$ cat config.mk
export PLATFORM = sky130hd
export DESIGN_NAME = banked_interrupt_controller_flat
export DESIGN_NICKNAME = d
export VERILOG_FILES = /design/src/rtl/bic_pkg.sv /design/src/rtl/bic_req_if.sv /design/src/rtl/bic_rsp_if.sv /design/src/rtl/bic_in_stage.sv /design/src/rtl/bic_enable_regs.sv /design/src/rtl/bic_query.sv /design/src/rtl/banked_interrupt_controller.sv /design/src/flat_wrapper.sv
export SDC_FILE = /design/constraint.sdc
export NUM_CORES = 1
export LEC_CHECK = 0
export BUFFER_PORTS_ARGS = -buffer_cell sky130_fd_sc_hd__buf_2
export CORE_MARGIN = 4
export CORE_UTILIZATION = 58
export DETAILED_ROUTE_END_ITERATION = 6
export HOLD_SLACK_MARGIN = 0.03
export PLACE_DENSITY = 0.88
export SLEW_MARGIN = 20
export SYNTH_ARGS = -nofsm -noshare
export SYNTH_HDL_FRONTEND = slang
export SYNTH_SLANG_ARGS = --single-unit
$ cat constraint.sdc
create_clock -name clk -period 6.9 [get_ports clk]
set_clock_uncertainty 0.2 [all_clocks]
set_input_delay 0.69 -clock clk [delete_from_list [all_inputs] [get_ports clk]]
set_output_delay 0.69 -clock clk [all_outputs]
set_load 0.01 [all_outputs]
$ cat src/rtl/bic_pkg.sv
`timescale 1ns / 1ps
`default_nettype none

package bic_pkg;

    // Fixed field widths of the request and response beats.
    localparam int IRQ_W      = 7;
    localparam int RAW_W      = 32;
    localparam int RAW_IDX_W  = $clog2(RAW_W);
    localparam int BASIC_RAW_W = 8;
    localparam int OP_W       = 2;
    localparam int ID_W       = 7;

    // Defaults for the bank size parameters of the top level.
    localparam int DEFAULT_BANK_WIDTH  = 32;
    localparam int DEFAULT_BASIC_WIDTH = 8;

    typedef enum logic [OP_W-1:0] {
        OP_ENABLE  = 2'd0,
        OP_DISABLE = 2'd1,
        OP_QUERY   = 2'd2
    } op_t;

    // One request beat as held in the input register.
    typedef struct packed {
        logic [OP_W-1:0]        operation;
        logic [IRQ_W-1:0]       irq_number;
        logic [RAW_W-1:0]       raw_lines_bank1;
        logic [RAW_W-1:0]       raw_lines_bank2;
        logic [BASIC_RAW_W-1:0] raw_lines_basic;
    } req_t;

    // Enable bit update handed to the enable register file.
    typedef struct packed {
        logic             fire;
        logic             set;
        logic [IRQ_W-1:0] irq_number;
    } upd_t;

    // One response beat.
    typedef struct packed {
        logic            found;
        logic [ID_W-1:0] source_id;
    } rsp_t;

endpackage

`default_nettype wire

$ cat src/rtl/bic_req_if.sv
`timescale 1ns / 1ps
`default_nettype none

interface bic_req_if;
    logic                               valid;
    logic                               ready;
    logic [bic_pkg::OP_W-1:0]           operation;
    logic [bic_pkg::IRQ_W-1:0]          irq_number;
    logic [bic_pkg::RAW_W-1:0]          raw_lines_bank1;
    logic [bic_pkg::RAW_W-1:0]          raw_lines_bank2;
    logic [bic_pkg::BASIC_RAW_W-1:0]    raw_lines_basic;

    modport source (
        output valid, operation, irq_number, raw_lines_bank1, raw_lines_bank2,
               raw_lines_basic,
        input  ready
    );

    modport sink (
        input  valid, operation, irq_number, raw_lines_bank1, raw_lines_bank2,
               raw_lines_basic,
        output ready
    );
endinterface

`default_nettype wire

$ cat src/rtl/bic_rsp_if.sv
`timescale 1ns / 1ps
`default_nettype none

interface bic_rsp_if;
    logic                       valid;
    logic                       ready;
    logic                       found;
    logic [bic_pkg::ID_W-1:0]   source_id;

    modport source (
        output valid, found, source_id,
        input  ready
    );

    modport sink (
        input  valid, found, source_id,
        output ready
    );
endinterface

`default_nettype wire

$ cat src/rtl/bic_in_stage.sv
`timescale 1ns / 1ps
`default_nettype none

// Input register: takes a request beat whenever it is empty or its
// current beat moves on in the same cycle.
module bic_in_stage (
    input  wire logic       clk,
    input  wire logic       rst_n,
    bic_req_if.sink         req,
    input  wire logic       advance,
    output logic            valid,
    output bic_pkg::req_t   item
);

    logic          valid_reg;
    logic          valid_next;
    bic_pkg::req_t item_reg;
    logic          take;

    assign req.ready = !valid_reg || advance;
    assign take      = req.valid && req.ready;

    always_comb
    begin
        valid_next = valid_reg;
        if (take)
        begin
            valid_next = 1'b1;
        end
        else if (advance)
        begin
            valid_next = 1'b0;
        end
    end

    always_ff @(posedge clk or negedge rst_n)
    begin
        if (!rst_n)
        begin
            valid_reg <= 1'b0;
        end
        else
        begin
            valid_reg <= valid_next;
        end
    end

    always_ff @(posedge clk)
    begin
        if (take)
        begin
            item_reg.operation       <= req.operation;
            item_reg.irq_number      <= req.irq_number;
            item_reg.raw_lines_bank1 <= req.raw_lines_bank1;
            item_reg.raw_lines_bank2 <= req.raw_lines_bank2;
            item_reg.raw_lines_basic <= req.raw_lines_basic;
        end
    end

    assign valid = valid_reg;
    assign item  = item_reg;

endmodule

`default_nettype wire

$ cat src/rtl/bic_enable_regs.sv
`timescale 1ns / 1ps
`default_nettype none

// Enable masks of the three banks with single-bit set and clear.
module bic_enable_regs #(
    parameter int BANK_WIDTH  = bic_pkg::DEFAULT_BANK_WIDTH,
    parameter int BASIC_WIDTH = bic_pkg::DEFAULT_BASIC_WIDTH
) (
    input  wire logic                   clk,
    input  wire logic                   rst_n,
    input  wire bic_pkg::upd_t          upd,
    output logic [BANK_WIDTH-1:0]       mask_bank1,
    output logic [BANK_WIDTH-1:0]       mask_bank2,
    output logic [BASIC_WIDTH-1:0]      mask_basic
);

    localparam int BIT_W       = $clog2(BANK_WIDTH);
    localparam int BASIC_BIT_W = (BASIC_WIDTH > 1) ? $clog2(BASIC_WIDTH) : 1;
    localparam int NUM_W       = bic_pkg::IRQ_W + 1;
    localparam logic [NUM_W-1:0] BANK2_BASE = NUM_W'(BANK_WIDTH);
    localparam logic [NUM_W-1:0] BASIC_BASE = NUM_W'(2 * BANK_WIDTH);
    localparam logic [NUM_W-1:0] BASIC_END  = NUM_W'(2 * BANK_WIDTH + BASIC_WIDTH);

    logic [BANK_WIDTH-1:0]  mask_bank1_reg, mask_bank1_next;
    logic [BANK_WIDTH-1:0]  mask_bank2_reg, mask_bank2_next;
    logic [BASIC_WIDTH-1:0] mask_basic_reg, mask_basic_next;
    logic [NUM_W-1:0]       num_ext;
    logic [NUM_W-1:0]       bank_off;
    logic                   in_bank1;
    logic                   in_bank2;
    logic                   in_basic;
    logic [BIT_W-1:0]       bit_idx;
    logic [BASIC_BIT_W-1:0] basic_idx;

    // The bank is found by comparing the source number against the bank
    // boundaries; subtracting the bank base leaves the bit within the bank.
    // Numbers past the basic bank hit no bank at all.
    assign num_ext   = {1'b0, upd.irq_number};
    assign in_bank1  = (num_ext < BANK2_BASE);
    assign in_bank2  = !in_bank1 && (num_ext < BASIC_BASE);
    assign in_basic  = (num_ext >= BASIC_BASE) && (num_ext < BASIC_END);
    assign bank_off  = in_bank1 ? num_ext
                     : (in_bank2 ? (num_ext - BANK2_BASE) : (num_ext - BASIC_BASE));
    assign bit_idx   = BIT_W'(bank_off);
    assign basic_idx = BASIC_BIT_W'(bank_off);

    always_comb
    begin
        mask_bank1_next = mask_bank1_reg;
        mask_bank2_next = mask_bank2_reg;
        mask_basic_next = mask_basic_reg;
        if (upd.fire)
        begin
            if (in_bank1)
            begin
                mask_bank1_next[bit_idx] = upd.set;
            end
            else if (in_bank2)
            begin
                mask_bank2_next[bit_idx] = upd.set;
            end
            else if (in_basic)
            begin
                mask_basic_next[basic_idx] = upd.set;
            end
        end
    end

    always_ff @(posedge clk or negedge rst_n)
    begin
        if (!rst_n)
        begin
            mask_bank1_reg <= '0;
            mask_bank2_reg <= '0;
            mask_basic_reg <= '0;
        end
        else
        begin
            mask_bank1_reg <= mask_bank1_next;
            mask_bank2_reg <= mask_bank2_next;
            mask_basic_reg <= mask_basic_next;
        end
    end

    assign mask_bank1 = mask_bank1_reg;
    assign mask_bank2 = mask_bank2_reg;
    assign mask_basic = mask_basic_reg;

endmodule

`default_nettype wire

$ cat src/rtl/bic_query.sv
`timescale 1ns / 1ps
`default_nettype none

// Masks the raw lines with the enables and finds the lowest pending
// source, bank one first, then bank two, then the basic bank.
module bic_query #(
    parameter int BANK_WIDTH  = bic_pkg::DEFAULT_BANK_WIDTH,
    parameter int BASIC_WIDTH = bic_pkg::DEFAULT_BASIC_WIDTH
) (
    input  wire bic_pkg::req_t          item,
    input  wire logic [BANK_WIDTH-1:0]  mask_bank1,
    input  wire logic [BANK_WIDTH-1:0]  mask_bank2,
    input  wire logic [BASIC_WIDTH-1:0] mask_basic,
    output bic_pkg::rsp_t               result
);

    localparam int ID_W = bic_pkg::ID_W;

    logic [bic_pkg::RAW_W-1:0] pend1, pend2, pendb;

    // Isolate the lowest set bit, then encode the one-hot word.
    function automatic logic [bic_pkg::RAW_IDX_W-1:0] lowest_idx(
        input logic [bic_pkg::RAW_W-1:0] v
    );
        logic [bic_pkg::RAW_W-1:0]     onehot;
        logic [bic_pkg::RAW_IDX_W-1:0] idx;
        onehot = v & (~v + bic_pkg::RAW_W'(1));
        idx    = '0;
        for (int i = 0; i < bic_pkg::RAW_W; i++)
        begin
            if (onehot[i])
            begin
                idx = idx | bic_pkg::RAW_IDX_W'(i);
            end
        end
        return idx;
    endfunction

    assign pend1 = bic_pkg::RAW_W'(item.raw_lines_bank1[BANK_WIDTH-1:0] & mask_bank1);
    assign pend2 = bic_pkg::RAW_W'(item.raw_lines_bank2[BANK_WIDTH-1:0] & mask_bank2);
    assign pendb = bic_pkg::RAW_W'(item.raw_lines_basic[BASIC_WIDTH-1:0] & mask_basic);

    always_comb
    begin
        result.found     = 1'b0;
        result.source_id = '0;
        if (pend1 != '0)
        begin
            result.found     = 1'b1;
            result.source_id = ID_W'(lowest_idx(pend1));
        end
        else if (pend2 != '0)
        begin
            result.found     = 1'b1;
            result.source_id = ID_W'(lowest_idx(pend2)) + ID_W'(BANK_WIDTH);
        end
        else if (pendb != '0)
        begin
            result.found     = 1'b1;
            result.source_id = ID_W'(lowest_idx(pendb)) + ID_W'(2 * BANK_WIDTH);
        end
    end

endmodule

`default_nettype wire

$ cat src/rtl/banked_interrupt_controller.sv
`timescale 1ns / 1ps
`default_nettype none

// Banked interrupt controller. Sources 0 to BANK_WIDTH-1 form bank one,
// the next BANK_WIDTH sources form bank two, and the following
// BASIC_WIDTH sources form the basic bank; each bank has an enable mask
// that clears to zero at reset. A request beat either enables or disables
// one source by number (numbers past the basic bank are ignored), or
// queries: the raw lines carried in the beat are ANDed with the enables
// and the lowest pending source is returned, bank one first, with found
// low and an id of zero when nothing is pending. Only queries produce a
// response beat; enable, disable and the unused operation code produce
// none. The block accepts one request beat every clock cycle unless a
// query is held back by a response that has not been taken. A request
// passes through an input register, where the enable update or the
// masking and priority encode is done, and a query result lands in an
// output register, from which the response beat is offered. Updates and
// queries are applied in arrival order, so a query always sees every
// earlier enable and disable. When a response waits in the output
// register and the next query is ready behind it, the request side
// stalls until the response beat is taken.
module banked_interrupt_controller #(
    parameter int BANK_WIDTH  = bic_pkg::DEFAULT_BANK_WIDTH,
    parameter int BASIC_WIDTH = bic_pkg::DEFAULT_BASIC_WIDTH
) (
    input  wire logic   clk,
    input  wire logic   rst_n,
    bic_req_if.sink     req,
    bic_rsp_if.source   rsp
);

    logic                   s1_valid;
    bic_pkg::req_t          s1_item;
    logic                   s1_advance;
    logic                   s1_is_query;
    logic                   s1_is_update;
    bic_pkg::upd_t          upd;
    bic_pkg::rsp_t          q_result;
    logic [BANK_WIDTH-1:0]  mask_bank1;
    logic [BANK_WIDTH-1:0]  mask_bank2;
    logic [BASIC_WIDTH-1:0] mask_basic;

    logic                   out_valid_reg, out_valid_next;
    bic_pkg::rsp_t          out_data_reg;

    bic_in_stage u_in_stage (
        .clk     (clk),
        .rst_n   (rst_n),
        .req     (req),
        .advance (s1_advance),
        .valid   (s1_valid),
        .item    (s1_item)
    );

    // Decode the held beat. The unused operation code falls through and
    // simply retires.
    always_comb
    begin
        s1_is_query  = 1'b0;
        s1_is_update = 1'b0;
        unique case (s1_item.operation)
            bic_pkg::OP_ENABLE,
            bic_pkg::OP_DISABLE:
            begin
                s1_is_update = 1'b1;
            end
            bic_pkg::OP_QUERY:
            begin
                s1_is_query = 1'b1;
            end
            default:
            begin
                s1_is_query  = 1'b0;
                s1_is_update = 1'b0;
            end
        endcase
    end

    // Only a query needs room in the output register.
    assign s1_advance = s1_valid && (!s1_is_query || !out_valid_reg || rsp.ready);

    assign upd.fire       = s1_advance && s1_is_update;
    assign upd.set        = (s1_item.operation == bic_pkg::OP_ENABLE);
    assign upd.irq_number = s1_item.irq_number;

    bic_enable_regs #(
        .BANK_WIDTH  (BANK_WIDTH),
        .BASIC_WIDTH (BASIC_WIDTH)
    ) u_enable_regs (
        .clk        (clk),
        .rst_n      (rst_n),
        .upd        (upd),
        .mask_bank1 (mask_bank1),
        .mask_bank2 (mask_bank2),
        .mask_basic (mask_basic)
    );

    bic_query #(
        .BANK_WIDTH  (BANK_WIDTH),
        .BASIC_WIDTH (BASIC_WIDTH)
    ) u_query (
        .item       (s1_item),
        .mask_bank1 (mask_bank1),
        .mask_bank2 (mask_bank2),
        .mask_basic (mask_basic),
        .result     (q_result)
    );

    // Output register: loads a query result, empties when the beat is taken.
    always_comb
    begin
        out_valid_next = out_valid_reg;
        if (s1_advance && s1_is_query)
        begin
            out_valid_next = 1'b1;
        end
        else if (rsp.ready)
        begin
            out_valid_next = 1'b0;
        end
    end

    always_ff @(posedge clk or negedge rst_n)
    begin
        if (!rst_n)
        begin
            out_valid_reg <= 1'b0;
        end
        else
        begin
            out_valid_reg <= out_valid_next;
        end
    end

    always_ff @(posedge clk)
    begin
        if (s1_advance && s1_is_query)
        begin
            out_data_reg <= q_result;
        end
    end

    assign rsp.valid     = out_valid_reg;
    assign rsp.found     = out_data_reg.found;
    assign rsp.source_id = out_data_reg.source_id;

endmodule

`default_nettype wire
$ cat src/flat_wrapper.sv
// flat-port wrapper written by rule: the top's interface ports become plain ports
module banked_interrupt_controller_flat 
#(
    parameter int BANK_WIDTH  = bic_pkg::DEFAULT_BANK_WIDTH,
    parameter int BASIC_WIDTH = bic_pkg::DEFAULT_BASIC_WIDTH
)
  (clk, rst_n, req_valid, req_operation, req_irq_number, req_raw_lines_bank1, req_raw_lines_bank2, req_raw_lines_basic, req_ready, rsp_valid, rsp_found, rsp_source_id, rsp_ready);
  bic_req_if req_i ();
  bic_rsp_if rsp_i ();
  input  wire logic clk;
  input  wire logic rst_n;
  input wire logic [$bits(req_i.valid)-1:0] req_valid;
  input wire logic [$bits(req_i.operation)-1:0] req_operation;
  input wire logic [$bits(req_i.irq_number)-1:0] req_irq_number;
  input wire logic [$bits(req_i.raw_lines_bank1)-1:0] req_raw_lines_bank1;
  input wire logic [$bits(req_i.raw_lines_bank2)-1:0] req_raw_lines_bank2;
  input wire logic [$bits(req_i.raw_lines_basic)-1:0] req_raw_lines_basic;
  output wire logic [$bits(req_i.ready)-1:0] req_ready;
  output wire logic [$bits(rsp_i.valid)-1:0] rsp_valid;
  output wire logic [$bits(rsp_i.found)-1:0] rsp_found;
  output wire logic [$bits(rsp_i.source_id)-1:0] rsp_source_id;
  input wire logic [$bits(rsp_i.ready)-1:0] rsp_ready;
  assign req_i.valid = req_valid;
  assign req_i.operation = req_operation;
  assign req_i.irq_number = req_irq_number;
  assign req_i.raw_lines_bank1 = req_raw_lines_bank1;
  assign req_i.raw_lines_bank2 = req_raw_lines_bank2;
  assign req_i.raw_lines_basic = req_raw_lines_basic;
  assign req_ready = req_i.ready;
  assign rsp_valid = rsp_i.valid;
  assign rsp_found = rsp_i.found;
  assign rsp_source_id = rsp_i.source_id;
  assign rsp_i.ready = rsp_ready;
  banked_interrupt_controller #(.BANK_WIDTH(BANK_WIDTH), .BASIC_WIDTH(BASIC_WIDTH)) u_core (.clk(clk), .rst_n(rst_n), .req(req_i), .rsp(rsp_i));
endmodule
==> results of run 1 <==
==> cell families (layout without fill, tap and decap cells) <==
| kind of cell | count (synthesis) | after routing | share of synthesized area [%] |
|---|---|---|---|
| AOI/OAI and AO/OA | 134 | 134 | 13.6 |
| buffers and inverters | 22 | 132 | 1.10 |
| DFF | 163 | 163 | 60.3 |
| muxes | 56 | 56 | 8.40 |
| and+or+nand+nor | 241 | 241 | 16.6 |
==> power by group <==
group          switching (mW)  internal, mW  leakage [nW]
sequential             0.0401          1.08          1.89
clock                   0.392         0.535         0.286
combinational           0.121        0.0824          1.44
total                   0.553          1.70          3.62
==> worst max path at each step <==
stage	from	end	slack, ns
3_3_place_gp	u_core.u_in_stage.item[24]	u_core.rsp.source_id[1]	3.98
4_1_cts	u_core.u_in_stage.item[24]	u_core.rsp.source_id[1]	3.85
6_report	u_core.u_in_stage.item[24]	u_core.rsp.source_id[1]	3.83
5_1_grt	u_core.u_in_stage.item[24]	u_core.rsp.source_id[1]	3.70
3_5_place_dp	u_core.u_in_stage.item[24]	u_core.rsp.source_id[1]	3.88
2_1_floorplan	rsp_ready	u_core.u_in_stage.item[0]	1.70
==> per-layer routing <==
metal / part of all wire [%] / track usage [%] / wire length (microns)
met5: 0 / 0 / 0
met4: 4.1 / 13.2 / 799
met3: 7.2 / 6.87 / 1390
met2: 50 / 44.7 / 9620
met1: 39 / 34.1 / 7450
==> layout by cell type, fill, tap and decap left out, types with 11 or more instances in the layout <==
master     instances
buf_2             94
o41ai_1           16
nand3_1           24
clkbuf_16         17
dfrtp_1           74
a21oi_1           13
nand2_1          115
and2_1            15
a222oi_1          11
mux2_2            56
nor2_1            15
a22oi_1           15
edfxtp_1          89
o21ai_0           22
==> worst reg2reg max path, cell delays in order (launching register included) <==
cell      delay [ns]
edfxtp_1        0.44
a222oi_1        0.71
nand4b_2        0.31
nand2b_4        0.24
nor4b_4         0.35
nand2b_4        0.22
inv_2           0.04
a221o_1         0.31
==> area by class of cell <==
| type | instances | area [sq um] | area share [%] |
|---|---|---|---|
| inverter | 3 | 11.3 | 0.129 |
| clock buffer | 17 | 425 | 4.86 |
| timing repair buffer | 98 | 500 | 5.72 |
| sequential | 163 | 4520 | 51.7 |
| tap | 172 | 215 | 2.46 |
| multi-input combinational | 431 | 2920 | 33.4 |
| clock inverter | 14 | 149 | 1.70 |
==> through the flow <==
step                hold slack, ns  util, %  area [sq um]
floorplan                    0.194        -          7500
global route                 0.206     69.3          8750
global placement             0.282     64.7          8170
finish                       0.224     69.3          8750
CTS                          0.210     69.3          8740
detailed placement           0.293     64.7          8170
==> results.json, run 1 <==
{
  "status": "complete, no violations",
  "cts_root_buf": "clkbuf_16",
  "hold_start": "req_irq_number[3]",
  "synth_warnings": 0,
  "clock_latency_ns": 0.43,
  "grt_pass1_vias": 5838,
  "die_w_microns": 122,
  "vias": 5773,
  "core_sq_mm": 0.0126,
  "clk_path_buf_depth": 2,
  "tritoncts": "done",
  "ant_nets": 0,
  "initial_core_util_pct": 59.5,
  "critPathMaxStageDelay_ns": 0.71,
  "slowest_stage": "a222oi_1",
  "finalSetupViolCount": 0,
  "cts_buffers": 17,
  "grt_usage_pct": 27.3,
  "post-synth-top-count-cell": "nand2_1",
  "worstPathMaxFanout": 7,
  "critPathTopFamily": "simple AND/OR/NAND/NOR gates",
  "required_ns": 6.88,
  "post_drt_wl_per_cell_microns": 21.4,
  "hold_path_class": "in2reg",
  "drive_above_1_share_pct": 27.8,
  "cp_cell_sequence": "a222oi_1 > nand4b_2 > nand2b_4 > nor4b_4 > nand2b_4 > inv_2 > a221o_1",
  "p_per_area_mw_per_mm2": 258,
  "drv_cap": 0,
  "crit_top_cell": "nand2b_4",
  "cts_sinks": 163,
  "worst_pin_slew_ns": 1.08,
  "ys_seq_area_share_pct": 60.3,
  "syn_nets": 701,
  "clk_pin_slew_ns": 0.07,
  "p_leak_nw": 3.62,
  "synth.avg_cell_area_sq_um": 12.2,
  "rsz0062_at_grt": "false",
  "ys.flop_type": "edfxtp_1",
  "cts_setup_buffers": 0,
  "vias_per_cell": 6.43,
  "diodes": 0,
  "final_cell_count_no_fill": 898,
  "ys_types": 60,
  "chipHeight_microns": 122,
  "crit-reg2reg-launch": "u_core.u_in_stage.item[24]",
  "place_congestion": 0.981,
  "power_mw": 2.25,
  "cts-htree-levels": 4,
  "fillers": 924,
  "finalCritPeriodShare_pct": 44.5,
  "synth-seq-cells": 163,
  "placement.setup.worst_slack_ns": 3.88,
  "rr_endpoint": "u_core.rsp.source_id[1]",
  "layout_setup_ws_ns": 3.83,
  "yosysTopAreaCell": "edfxtp_1",
  "place_hpwl_microns": 13400,
  "crit_path_end_kind": "register",
  "io-pin-count": 95,
  "min_to": "u_core.u_in_stage.item[75]",
  "hold_buffers": 0,
  "rrSetupSlack_ns": 3.83,
  "relSlewSlack_pct": 27.9,
  "finalMaxSlewViolations": 0,
  "syn-cell-area_sq_mm": 0.00750,
  "clock.fmax_ghz": 0.326,
  "path_buf_inv": 1,
  "post-route-min-period_ns": 3.07,
  "dieArea_sq_mm": 0.0148,
  "hold_viol": 0,
  "nets": 799,
  "grt_pass1_wl_microns": 30400,
  "antenna_found_initial": 0,
  "cp-start-kind": "register",
  "critPathArrivalTime_ns": 3.05,
  "placementRows": 41,
  "path_class": "reg2reg",
  "hold_depth": 1,
  "drtPass1Iterations": 5,
  "path_depth": 7,
  "synthArstFlopShare_pct": 45.4,
  "area_growth_pct": 16.6,
  "wirelength_microns": 19300,
  "drt_first_iter_violations": 632,
  "io_buffers": 94,
  "grt-ovfl-total": 0,
  "netlist.area_leader.share_pct": 35.6,
  "fin_tns_setup_ns": 0,
  "grt_max_degree": 82,
  "synth-edff-count": 89,
  "synth_cells": 616,
  "dp.cells": 867,
  "peakVddDrop_uv": 263,
  "largest_reg_flops": 81,
  "drc": 0,
  "cts_resized": 0,
  "synth_area_leaders": "edfxtp_1 (36%), dfrtp_1 (25%), mux2_2 (8.4%), nand2_1 (5.8%), o41ai_1 (1.9%)",
  "rr_worst_depth": 7,
  "synthTopCellsByCount": "nand2_1 (115), edfxtp_1 (89), dfrtp_1 (74)"
}
No activity file was read; power rests on OpenSTA's default activity.
==> inputs of run 2 (changes only) <==
- clock period: 6.9 -> 2.95 ns (I/O delays scaled with it)
==> run 2 against run 1 <==
Against the previous run: maximum frequency rose by 7.6%; die area did not move; critical path type unchanged; worst setup slack got worse by 3.7 ns; clock power rose by 140%; critical path depth did not move; global-route usage rose by 3.8 points.
==> results.json, run 2 (synthesized netlist as in run 1, its figures left out) <==
{
  "layout_setup_ws_ns": 0.0963,
  "initial_core_util_pct": 59.5,
  "path_buf_inv": 1,
  "finalMaxSlewViolations": 0,
  "whs_ns": 0.284,
  "drc": 0,
  "clk_path_buf_depth": 2,
  "register_area_sq_mm": 0.00452,
  "critPathMaxStageDelay_ns": 0.62,
  "dieArea_sq_mm": 0.0148,
  "clock.fmax_ghz": 0.350,
  "p_leak_nw": 4.05,
  "status": "complete, no violations",
  "finalSetupViolCount": 0,
  "final_cell_count_no_fill": 996,
  "crit_top_cell": "nand2b_4",
  "core_sq_mm": 0.0126,
  "vias_per_cell": 6.36,
  "grt_max_degree": 82,
  "worstPathMaxFanout": 5,
  "worst_pin_slew_ns": 0.790,
  "drv_cap": 0,
  "critPathArrivalTime_ns": 2.84,
  "die_w_microns": 122,
  "p_per_area_mw_per_mm2": 561,
  "fin_tns_setup_ns": 0,
  "io_buffers": 94,
  "drive_above_1_share_pct": 26.1,
  "antenna_found_initial": 1,
  "placed_cell_area_sq_mm": 0.00827,
  "hold_path_class": "in2async",
  "cts_buffers": 17,
  "clk_pin_slew_ns": 0.08,
  "grt_pass1_wl_microns": 34400,
  "multi_input_area_sq_mm": 0.00293,
  "ant_nets": 0,
  "layout_common_cells": "nand2_1 (115), buf_2 (94), edfxtp_1 (89), dlygate4sd3_1 (84), dfrtp_1 (74)",
  "rsz0062_at_grt": "false",
  "nets": 895,
  "cts_setup_buffers": 0,
  "critPathTopFamily": "simple AND/OR/NAND/NOR gates",
  "io-pin-count": 95,
  "cts_root_buf": "clkbuf_16",
  "slowest_stage": "a222oi_1",
  "hold_viol": 0,
  "finalCritPeriodShare_pct": 96.7,
  "post-route-min-period_ns": 2.85,
  "clock_latency_ns": 0.45,
  "cp-start-kind": "register",
  "required_ns": 2.94,
  "path_class": "reg2reg",
  "vias": 6335,
  "placementRows": 41,
  "drt_first_iter_violations": 825,
  "area_growth_pct": 29.5,
  "drtPass1Iterations": 6,
  "grt_usage_pct": 31.1,
  "wirelength_microns": 21800,
  "dp.cells": 879,
  "peakVddDrop_uv": 541,
  "place_congestion": 0.972,
  "largest_reg_flops": 81,
  "cts_sinks": 163,
  "layout_commonest_cell": "nand2_1",
  "chipHeight_microns": 122,
  "cts-htree-levels": 4,
  "place_hpwl_microns": 13900,
  "tritoncts": "done",
  "fillers": 782,
  "grt_pass1_vias": 6503,
  "grt-ovfl-total": 0,
  "crit_path_end_kind": "register",
  "cp_cell_sequence": "a222oi_1 > and3_1 > nand2b_4 > nor4b_4 > nand2b_4 > inv_2 > a221o_1",
  "relSlewSlack_pct": 46.9,
  "placement.setup.worst_slack_ns": 0.0737,
  "design_area_sq_mm": 0.00972,
  "post_drt_wl_per_cell_microns": 21.9
}
## run 2: changes by cell type in the layout (fill, tap and decap cells not counted), sizes merged
cell,previous run,this run
dlygate4sd3,0,84
buf,98,110
inv,9,12
bufinv,2,1
clkinv,6,5
diode,0,1
## run 2: path summary, 6_finish.rpt
| check | start | end | slack, ns | depth (start not counted) |
|---|---|---|---|---|
| setup / recovery | u_core.u_in_stage.item[18] | u_core.rsp.source_id[1] | 0.1 | 7 |
| max in group asynchronous | rst_n | u_core.u_enable_regs.mask_bank2[17] | 1.85 | 3 |
| setup reg to reg | u_core.u_in_stage.item[18] | u_core.rsp.source_id[1] | 0.1 | 7 |
| min in group clk | u_core.u_enable_regs.mask_bank2[14] | u_core.u_enable_regs.mask_bank2[14] | 0.31 | 1 |
| hold / removal | rst_n | u_core.u_enable_regs.mask_bank1[4] | 0.28 | 3 |
| hold reg to reg | u_core.u_enable_regs.mask_bank2[14] | u_core.u_enable_regs.mask_bank2[14] | 0.31 | 1 |
## run 2: stage by stage
stage	util (%)	power [mW]
after detailed placement	65.5	3.16
after floorplan	-	2.93
final	77.0	5.45
after CTS	76.9	5.42
after global placement	65.5	3.13
after global routing	77.0	5.63
## run 2: area by class of cell
type                       count  share of cell area (%)
sequential                   163                    46.6
multi-input combinational    431                    30.1
timing repair buffer         194                    14.9
clock buffer                  17                    4.38
tap                          172                    2.21
clock inverter                15                    1.71
inverter                       3                   0.116
antenna                        1                  0.0258
## run 2: report_power, final
part           switching [mW]  total [mW]  internal, mW  leakage, nW
Clock                    1.02        2.22          1.20        0.292
Sequential             0.0923        2.63          2.53         1.89
Combinational           0.321       0.606         0.285         1.86
Total                    1.43        5.45          4.02         4.05
## run 2: metal layers
metal / global-route usage, % / wire length [microns] / up-vias
li1: - / - / 2801
met1: 38.4 / 8210 / 3073
met2: 51.5 / 10900 / 378
met3: 8.45 / 1860 / 83
met4: 13.8 / 891 / 0
met5: 0 / 0 / -
## run 2: what timing repair did
action	4_1_cts	5_1_grt
endpoints found under the setup margin	0	7
resized for setup	0	2
hold buffers	84	0
hold endpoints to repair	157	0
## run 2: worst min-delay path, stage by stage
cell           delay, ns
dlygate4sd3_1       0.54
buf_2               0.13
buf_4               0.40
==> inputs of run 3 (changes only) <==
- CORE_MARGIN: 4 -> not set
- PLACE_DENSITY: 0.88 -> not set
- PLACE_DENSITY_LB_ADDON: not set -> 0.3
==> run 3 against run 2 <==
Against the previous run: count of clock-buffer cells in the layout up 2; cell count up 0.30%; die area down 9.6%; critical endpoint unchanged; clock power down 8%; global-route usage up 2.0 points; first-iteration DRC count down 22%; core utilization about the same; register-to-register slack worse by 0.05 ns; sequential power about the same; hold slack worse by 0.052 ns; combinational power up 3%; cell area about the same.
==> results.json, run 3 (synthesized netlist as in run 1, its figures left out) <==
{
  "p_leak_nw": 4.04,
  "worst_pin_slew_ns": 0.815,
  "clk_pin_slew_ns": 0.06,
  "clock_latency_ns": 0.44,
  "crit_top_cell": "nand2b_4",
  "status": "complete, no violations",
  "relSlewSlack_pct": 45.6,
  "wirelength_microns": 20900,
  "cts_root_buf": "clkbuf_16",
  "final_cell_count_no_fill": 999,
  "path_class": "reg2reg",
  "io_buffers": 94,
  "vias": 6197,
  "core_sq_mm": 0.0126,
  "drive_above_1_share_pct": 26.4,
  "finalMaxSlewViolations": 0,
  "slowest_stage": "a222oi_1",
  "placementRows": 41,
  "place_hpwl_microns": 13400,
  "cts_resized": 0,
  "cp-start-kind": "register",
  "dieArea_sq_mm": 0.0134,
  "worstPathMaxFanout": 5,
  "p_per_area_mw_per_mm2": 543,
  "nets": 899,
  "rr_worst_depth": 7,
  "required_ns": 2.93,
  "drv_cap": 0,
  "antenna_found_initial": 0,
  "cts-htree-levels": 4,
  "area_growth_pct": 29.4,
  "drc": 0,
  "finalCritPeriodShare_pct": 98.3,
  "post_drt_wl_per_cell_microns": 21.0,
  "diodes": 0,
  "grt-ovfl-total": 0,
  "peakVddDrop_uv": 450,
  "cp_cell_sequence": "a222oi_1 > nand4b_2 > nand2b_4 > nor4b_4 > nand2b_4 > inv_2 > a221o_1",
  "io-pin-count": 95,
  "finalSetupViolCount": 0,
  "fillers": 796,
  "layout_common_cells": "nand2_1 (115), buf_2 (94), edfxtp_1 (89), dlygate4sd3_1 (84), dfrtp_1 (74)",
  "dp.cells": 882,
  "crit_path_end_kind": "register",
  "initial_core_util_pct": 59.5,
  "rsz0062_at_grt": "false",
  "clock.fmax_ghz": 0.345,
  "die_w_microns": 116,
  "grt_usage_pct": 33.0,
  "grt_pass1_vias": 6265,
  "cts_sinks": 163,
  "hold_viol": 0,
  "largest_reg_flops": 81,
  "vias_per_cell": 6.20,
  "drtPass1Iterations": 5,
  "layout_commonest_cell": "nand2_1",
  "fin_tns_setup_ns": 0,
  "place_congestion": 0.971,
  "cts_buffers": 17,
  "final_util_pct": 77.0,
  "chipHeight_microns": 116,
  "critPathArrivalTime_ns": 2.88,
  "critPathMaxStageDelay_ns": 0.77,
  "power_mw": 5.27,
  "drt_first_iter_violations": 647,
  "post-route-min-period_ns": 2.90,
  "grt_max_degree": 82,
  "ant_nets": 0,
  "hold_path_class": "in2async",
  "clk_path_buf_depth": 2,
  "tritoncts": "done",
  "whs_ns": 0.232,
  "grt_pass1_wl_microns": 32100
}
-- run 3: changes by cell type in the layout (fill, tap and decap cells not counted), moves of 2 or more --
cell | previous run | this run
clkinv_4 | 1 | 4
inv_6 | 6 | 3
buf_12 | 1 | 3
buf_4 | 15 | 17
clkinv_2 | 1 | 3
clkinv_8 | 2 | 0
clkinvlp_4 | 0 | 2
inv_8 | 3 | 1
-- run 3: through the flow --
stage	setup slack [ns]	cell area (sq um)
after floorplan	0.301	7510
after global placement	0.164	8320
after detailed placement	0.0796	8320
after CTS	0.0307	9700
after global routing	0.00302	9710
final	0.0507	9710
-- run 3: final timing paths --
| check | slack (ns) | startpoint | end |
|---|---|---|---|
| worst max-delay path | 0.05 | u_core.u_enable_regs.mask_bank2[16] | u_core.rsp.source_id[1] |
| worst min-delay path | 0.23 | rst_n | u_core.u_enable_regs.mask_bank1[26] |
| worst max register to register | 0.05 | u_core.u_enable_regs.mask_bank2[16] | u_core.rsp.source_id[1] |
| worst min register to register | 0.31 | u_core.u_enable_regs.mask_basic[7] | u_core.u_enable_regs.mask_basic[7] |
| max in group asynchronous | 1.99 | rst_n | u_core.u_enable_regs.mask_bank2[0] |
| min in group clk | 0.31 | u_core.u_enable_regs.mask_basic[7] | u_core.u_enable_regs.mask_basic[7] |
-- run 3: cell type report --
cell class / instances / area [sq um] / area share (%)
Sequential cell: 163 / 4520 / 46.6
Multi-Input combinational cell: 431 / 2920 / 30.0
Timing Repair Buffer: 198 / 1500 / 15.4
Clock buffer: 19 / 443 / 4.56
Tap cell: 172 / 215 / 2.22
Clock inverter: 13 / 103 / 1.06
Inverter: 3 / 11.3 / 0.116
-- run 3: repair_timing --
| action | CTS | global route |
|---|---|---|
| hold buffers | 84 | 0 |
| hold endpoints to repair | 157 | 0 |
| setup buffers | 0 | 1 |
| endpoints found under the setup margin | 0 | 1 |
-- run 3: critical path: cells and delay by family (launching register included) --
kind / cells / cell delay [ns]
AO/OA/AOI/OAI: 2 / 1.08
buffers and inverters: 1 / 0.05
flip-flops: 1 / 0.42
AND/OR/NAND/NOR: 4 / 0.90
-- run 3: metal layers --
metal / vias to the layer above / GRT usage (%) / share of wire [%]
met5: - / 0 / 0
met4: 0 / 16.4 / 3.6
met3: 62 / 7.58 / 6.8
met2: 312 / 56.0 / 50
met1: 3028 / 39.8 / 39
li1: 2795 / - / -
-- run 3: power breakdown --
group | switching [mW] | internal [mW]
clock | 0.927 | 1.11
sequential | 0.0807 | 2.53
combinational | 0.329 | 0.294
total | 1.34 | 3.94
